File: config.mk
export PLATFORM = sky130hd
export DESIGN_NAME = nps_dist_pipe
export DESIGN_NICKNAME = d
export VERILOG_FILES = /design/src/nps_pkg.sv /design/src/nps_dist_pipe.sv
export SDC_FILE = /design/constraint.sdc
export NUM_CORES = 2
export LEC_CHECK = 0
export BUFFER_PORTS_ARGS = -buffer_cell sky130_fd_sc_hd__buf_2
export CORE_ASPECT_RATIO = 1.1
export CORE_MARGIN = 2
export CORE_UTILIZATION = 40
export DETAILED_ROUTE_END_ITERATION = 8
export PLACE_DENSITY = 0.62
export SYNTH_ARGS = -nofsm -noshare
export SYNTH_HDL_FRONTEND = slang
export SYNTH_SLANG_ARGS = --single-unit
export TNS_END_PERCENT = 100
File: constraint.sdc
create_clock -name clk_i -period 7.7 [get_ports clk_i]
set_input_delay 1.54 -clock clk_i [delete_from_list [all_inputs] [get_ports clk_i]]
set_output_delay 1.54 -clock clk_i [all_outputs]
set_load 0.005 [all_outputs]
File: src/nps_pkg.sv
// Shared types and constants for the 3D nearest-point search core.
// No dependencies; imported by every module of the block.
package nps_pkg;

  localparam int unsigned COORD_W = 16;  // signed Q7.8 coordinate
  localparam int unsigned DIFF_W  = 17;  // coordinate difference
  localparam int unsigned SQ_W    = 34;  // signed product of two differences
  localparam int unsigned COST_W  = 36;  // sum of three squares, exact

  localparam int unsigned IDX_W   = 10;  // frame_index / best_index field
  localparam int unsigned FC_W    = 11;  // frame_count register

  // Stream word layouts.
  localparam int unsigned S_TDATA_W = 64;
  localparam int unsigned S_TUSER_W = 1;
  localparam int unsigned M_TDATA_W = 16;
  localparam int unsigned M_TUSER_W = 1;

  // operation codes (s_axis_tuser)
  localparam logic OP_WRITE = 1'b0;
  localparam logic OP_QUERY = 1'b1;

  // One store entry, x in the low bits.
  typedef struct packed {
    logic signed [COORD_W-1:0] z;
    logic signed [COORD_W-1:0] y;
    logic signed [COORD_W-1:0] x;
  } frame_t;

  localparam int unsigned FRAME_W = $bits(frame_t);

  typedef enum logic [3:0] {
    ST_IDLE  = 4'b0001,
    ST_SCAN  = 4'b0010,
    ST_DRAIN = 4'b0100,
    ST_DONE  = 4'b1000
  } nps_state_e;

endpackage

File: src/nps_dist_pipe.sv
// Squared Euclidean distance pipeline: difference, square, sum stages.
// Depends on nps_pkg for widths and the entry type. Index tag rides along.
module nps_dist_pipe #(
  parameter int unsigned AW = 10
) (
  input  logic                        clk_i,
  input  logic                        rst_ni,
  input  logic                        vld_i,
  input  logic [AW-1:0]               idx_i,
  input  nps_pkg::frame_t             frame_i,
  input  nps_pkg::frame_t             tgt_i,
  output logic                        vld_o,
  output logic [AW-1:0]               idx_o,
  output logic [nps_pkg::COST_W-1:0]  cost_o,
  output logic                        busy_o
);
  import nps_pkg::*;

  logic                     diff_vld_q, sq_vld_q, cost_vld_q;
  logic [AW-1:0]            diff_idx_q, sq_idx_q, cost_idx_q;
  logic signed [DIFF_W-1:0] dx_q, dy_q, dz_q;
  logic signed [SQ_W-1:0]   sx_q, sy_q, sz_q;
  logic [COST_W-1:0]        cost_q;

  logic signed [DIFF_W-1:0] dx_d, dy_d, dz_d;
  logic signed [SQ_W-1:0]   sx_d, sy_d, sz_d;
  logic [COST_W-1:0]        cost_d;

  always_comb begin
    dx_d = DIFF_W'(frame_i.x) - DIFF_W'(tgt_i.x);
    dy_d = DIFF_W'(frame_i.y) - DIFF_W'(tgt_i.y);
    dz_d = DIFF_W'(frame_i.z) - DIFF_W'(tgt_i.z);
    sx_d = SQ_W'(dx_q) * SQ_W'(dx_q);
    sy_d = SQ_W'(dy_q) * SQ_W'(dy_q);
    sz_d = SQ_W'(dz_q) * SQ_W'(dz_q);
    // squares are never negative
    cost_d = {2'b00, sx_q} + {2'b00, sy_q} + {2'b00, sz_q};
  end

  always_ff @(posedge clk_i or negedge rst_ni) begin
    if (!rst_ni) begin
      diff_vld_q <= 1'b0;
      sq_vld_q   <= 1'b0;
      cost_vld_q <= 1'b0;
    end else begin
      diff_vld_q <= vld_i;
      sq_vld_q   <= diff_vld_q;
      cost_vld_q <= sq_vld_q;
    end
  end

  always_ff @(posedge clk_i) begin
    dx_q       <= dx_d;
    dy_q       <= dy_d;
    dz_q       <= dz_d;
    diff_idx_q <= idx_i;
    sx_q       <= sx_d;
    sy_q       <= sy_d;
    sz_q       <= sz_d;
    sq_idx_q   <= diff_idx_q;
    cost_q     <= cost_d;
    cost_idx_q <= sq_idx_q;
  end

  assign vld_o  = cost_vld_q;
  assign idx_o  = cost_idx_q;
  assign cost_o = cost_q;
  assign busy_o = diff_vld_q | sq_vld_q | cost_vld_q;

endmodule

==> qor.log <==
INFO  timing         finalCriticalPeriod=6.97ns
INFO  drt            vias_per_cell=4.73
INFO  timing         max_slew.worst_pin.slew=0.972ns
INFO  synthesis      yosysSeqAreaShare=11.4%
INFO  clocking       cts_max_level=1
INFO  timing         setup_viol=0
INFO  job            max_cap_viol_count=0
INFO  global_routing grt.overflow.total=0
INFO  synthesis      synth_mux_area_share=0.0781%
INFO  floorplan      floorplan.rows=119
INFO  drt            ant_nets=0
INFO  timing         grt_setup_unrepaired=false
INFO  synthesis      synth_edf_count=0
INFO  floorplan      floorplan.die.width=300um
INFO  synthesis      yosys.area_share.adder=55.0%
INFO  synthesis      synth_compound_area_share=7.19%
INFO  setup_path     critical_path.endpoint_type=flip-flop
INFO  setup_path     critPathLaunchType=flip-flop
INFO  setup_path     critical_path_required=8.18ns
INFO  timing         final_layout_worst_hold_slack=0.325ns
INFO  placed_design  gp_congestion=0.858
INFO  drt            route.detailed.wl_per_inst=15.1um
INFO  clocking       cts_buffers=27
INFO  setup_path     timing_worst_setup_path_type=flip-flop to flip-flop
INFO  finish         num_antenna_cells=0
INFO  synthesis      ys_ff_latch=219
INFO  timing         slew_viol_final=0
INFO  clocking       clock_sinks=219
INFO  finish         area_growth=8.29%
INFO  setup_path     critical_path_peak_fanout=13
INFO  timing         timing.slew.headroom=35.1%
INFO  run_status     result_of_the_run=finished, final reports clean
INFO  drt            drcViolationCount=0
INFO  global_routing grt_antenna_before_repair=3
INFO  placed_design  detailed_place.area=40700um^2
INFO  clocking       cts_post_setup_buffers_inserted=0
INFO  clocking       cts.repair.resized=0
INFO  synthesis      syn_area=38400um^2
INFO  finish         post_route_cells_drive_above_1_share=6.44%
INFO  clocking       clock_tree_from_tritoncts=built
INFO  synthesis      synth-xor-area-share=4.60%
INFO  synthesis      yosys_most_used_dff=sky130_fd_sc_hd__dfxtp_1
INFO  timing         finalSetupTns=0ns
INFO  floorplan      die_area=98600um^2
INFO  timing         post_route_clock_period_utilization=90.5%
INFO  drt            drt_iter0_markers=1034
INFO  global_routing first_pass_grt_wire_length=140mm
INFO  placed_design  port_buffers=156
INFO  floorplan      design.core.area=95400um^2
INFO  clocking       worst_skew_pair.late_latency=0.60ns
INFO  global_routing first_global_vias=28300
INFO  clocking       cts.root.buffer_cell=sky130_fd_sc_hd__clkbuf_16
INFO  synthesis      synthDistinctLibCells=76
INFO  drt            vias=25600
INFO  clocking       cts_hold_buf=0
INFO  worst_hold_path hp-class=flip-flop to flip-flop
INFO  global_routing grt_use_total=17.6%
INFO  synthesis      synthCells=3995
INFO  floorplan      io-pin-count=157
INFO  placed_design  dp.final_hpwl=69.6mm
INFO  drt            totalWireLength=81.8mm
INFO  drt            firstDrtPassIters=5
INFO  synthesis      postSynth.asyncResetShare=1.37%
INFO  timing         hold_viol_final=0
INFO  timing         fmax=0.144GHz
INFO  floorplan      die_height=329um
INFO  timing         worst_clock_skew_on_the_final_layout=0.0172ns
INFO  setup_path     worstPathArrival=7.45ns
INFO  synthesis      yosys.area_share.simple=10.2%
INFO  clocking       clk_pin_slew=0.07ns
INFO  global_routing grt_start_max_net_pins=28
INFO  finish         postLayoutCellArea=41600um^2
INFO  synthesis      number_of_warnings_issued_by_yosys=0
INFO  finish         final_nets=5425
INFO  synthesis      main_combinational_cell_family_by_area_after_synthesis=adder cells
INFO  synthesis      syn_area_per_cell=9.62um^2
INFO  finish         filler_cell_count=9308
INFO  clocking       cts_buffer_depth=3
INFO  floorplan      initial_core_util=40.3%
==> Yosys cell counts (all sizes together) (4+ instances only) <==
cell	count	area share, %
a2111oi	5	0.11
o21ai	79	1.0
fa	834	43
a211o	6	0.14
nand3	23	0.30
a311oi	8	0.18
a21o	56	1.1
and2	167	2.7
a31o	12	0.27
nand4	10	0.16
ha	354	12
a31oi	10	0.20
clkbuf	76	0.74
o21a	19	0.37
xor2	43	0.98
a21boi	10	0.20
o21bai	13	0.25
a211oi	14	0.30
and3	21	0.34
nor4	4	0.081
a221oi	6	0.19
or3	12	0.20
or2	11	0.18
nand3b	7	0.14
a41o	8	0.21
nor3	34	0.44
nor2	140	1.4
dfxtp	216	11
nand2b	23	0.37
nor2b	54	0.88
xnor2	159	3.6
o211ai	10	0.21
o31a	5	0.11
a21oi	106	1.4
inv	1101	11
nand2	284	2.8
o31ai	5	0.15
o2111ai	5	0.13
==> cell type report <==
type	instances	area, um^2	area share (%)
Clock buffer	36	749	1.80
Clock inverter	12	175	0.421
Inverter	1104	4140	9.96
Multi-Input combinational cell	2597	29600	71.1
Sequential cell	219	4400	10.6
Tap cell	1270	1590	3.82
Timing Repair Buffer	179	953	2.29
==> metal layers <==
metal  GRT usage, %  share of wire [%]
met1           22.7                 43
met2           31.0                 50
met3           2.21                4.4
met4           4.96                2.8
met5              0                  0
==> critical path, cell delays in order (launching register included) <==
cell and delay (ns):
sky130_fd_sc_hd__dfxtp_1 0.73, sky130_fd_sc_hd__inv_1 0.31, sky130_fd_sc_hd__nor2_1 0.29, sky130_fd_sc_hd__fa_1 0.45, sky130_fd_sc_hd__inv_1 0.09, sky130_fd_sc_hd__fa_1 0.41, sky130_fd_sc_hd__fa_1 0.51, sky130_fd_sc_hd__inv_1 0.05
sky130_fd_sc_hd__fa_1 0.48, sky130_fd_sc_hd__fa_1 0.49, sky130_fd_sc_hd__inv_1 0.05, sky130_fd_sc_hd__fa_1 0.48, sky130_fd_sc_hd__inv_1 0.04, sky130_fd_sc_hd__ha_1 0.37, sky130_fd_sc_hd__nand4_1 0.14, sky130_fd_sc_hd__nor2_1 0.11
sky130_fd_sc_hd__a21bo_2 0.27, sky130_fd_sc_hd__a2111oi_0 0.71, sky130_fd_sc_hd__buf_4 0.23, sky130_fd_sc_hd__o21ai_1 0.13, sky130_fd_sc_hd__o2111ai_1 0.24, sky130_fd_sc_hd__a21oi_1 0.12, sky130_fd_sc_hd__xnor2_1 0.14
==> registers in the layout, summed over array words and instances, names as in the netlist <==
register    cells
sx_q           33
diff_vld_q      1
diff_idx_q     10
dy_q           17
cost_o         36
idx_o          10
dx_q           17
sy_q           33
dz_q           17
sq_idx_q       10
sq_vld_q        1
sz_q           33
vld_o           1
==> metrics by stage <==
step           utilization [%]  cells  setup slack (ns)
2_1_floorplan                -   3997              1.63
6_report                  43.6   5417             0.735
3_5_place_dp              42.6   5369             0.710
5_1_grt                   43.6   5417             0.348
3_3_place_gp              42.6   5369             0.797
4_1_cts                   43.6   5417             0.663
==> cell usage in the layout, fill, tap and decap left out, types with 19 or more instances in the layout <==
master,count
sky130_fd_sc_hd__inv_1,1101
sky130_fd_sc_hd__fa_1,834
sky130_fd_sc_hd__ha_1,354
sky130_fd_sc_hd__nand2_1,284
sky130_fd_sc_hd__dfxtp_1,216
sky130_fd_sc_hd__and2_1,166
sky130_fd_sc_hd__xnor2_1,159
sky130_fd_sc_hd__buf_2,156
sky130_fd_sc_hd__nor2_1,140
sky130_fd_sc_hd__a21oi_1,102
sky130_fd_sc_hd__o21ai_0,68
sky130_fd_sc_hd__a21o_1,56
sky130_fd_sc_hd__nor2b_1,54
sky130_fd_sc_hd__xor2_1,43
sky130_fd_sc_hd__nor3_1,34
sky130_fd_sc_hd__clkbuf_16,27
sky130_fd_sc_hd__nand2b_1,23
sky130_fd_sc_hd__nand3_1,23
sky130_fd_sc_hd__buf_4,23
sky130_fd_sc_hd__and3_1,21
sky130_fd_sc_hd__o21a_1,19
==> worst paths after layout <==
check	startpoint	end	slack, ns	cells past startpoint
setup reg to reg	dy_q[11]$_DFF_P_	sy_q[32]$_DFF_P_	0.73	22
min in group asynchronous	rst_ni	diff_vld_q$_DFF_PN0_	0.73	1
hold / removal	sq_idx_q[6]$_DFF_P_	idx_o[6]$_DFF_P_	0.33	0
hold reg to reg	sq_idx_q[6]$_DFF_P_	idx_o[6]$_DFF_P_	0.33	0
max in group asynchronous	rst_ni	vld_o$_DFF_PN0_	6.86	1
setup / recovery	dy_q[11]$_DFF_P_	sy_q[32]$_DFF_P_	0.73	22
==> kinds of logic after synthesis <==
| logic type | Yosys count |
|---|---|
| and+or+nand+nor | 800 |
| other | 1 |
| muxes | 3 |
| DFF | 219 |
| buffers and inverters | 1181 |
| adders and majority gates | 1188 |
| xor gates and xnor gates | 202 |
| AOI/OAI and AO/OA | 401 |
Power is not shown: default switching activity piles up to over one toggle a cycle in this logic, so the estimate is an artifact.
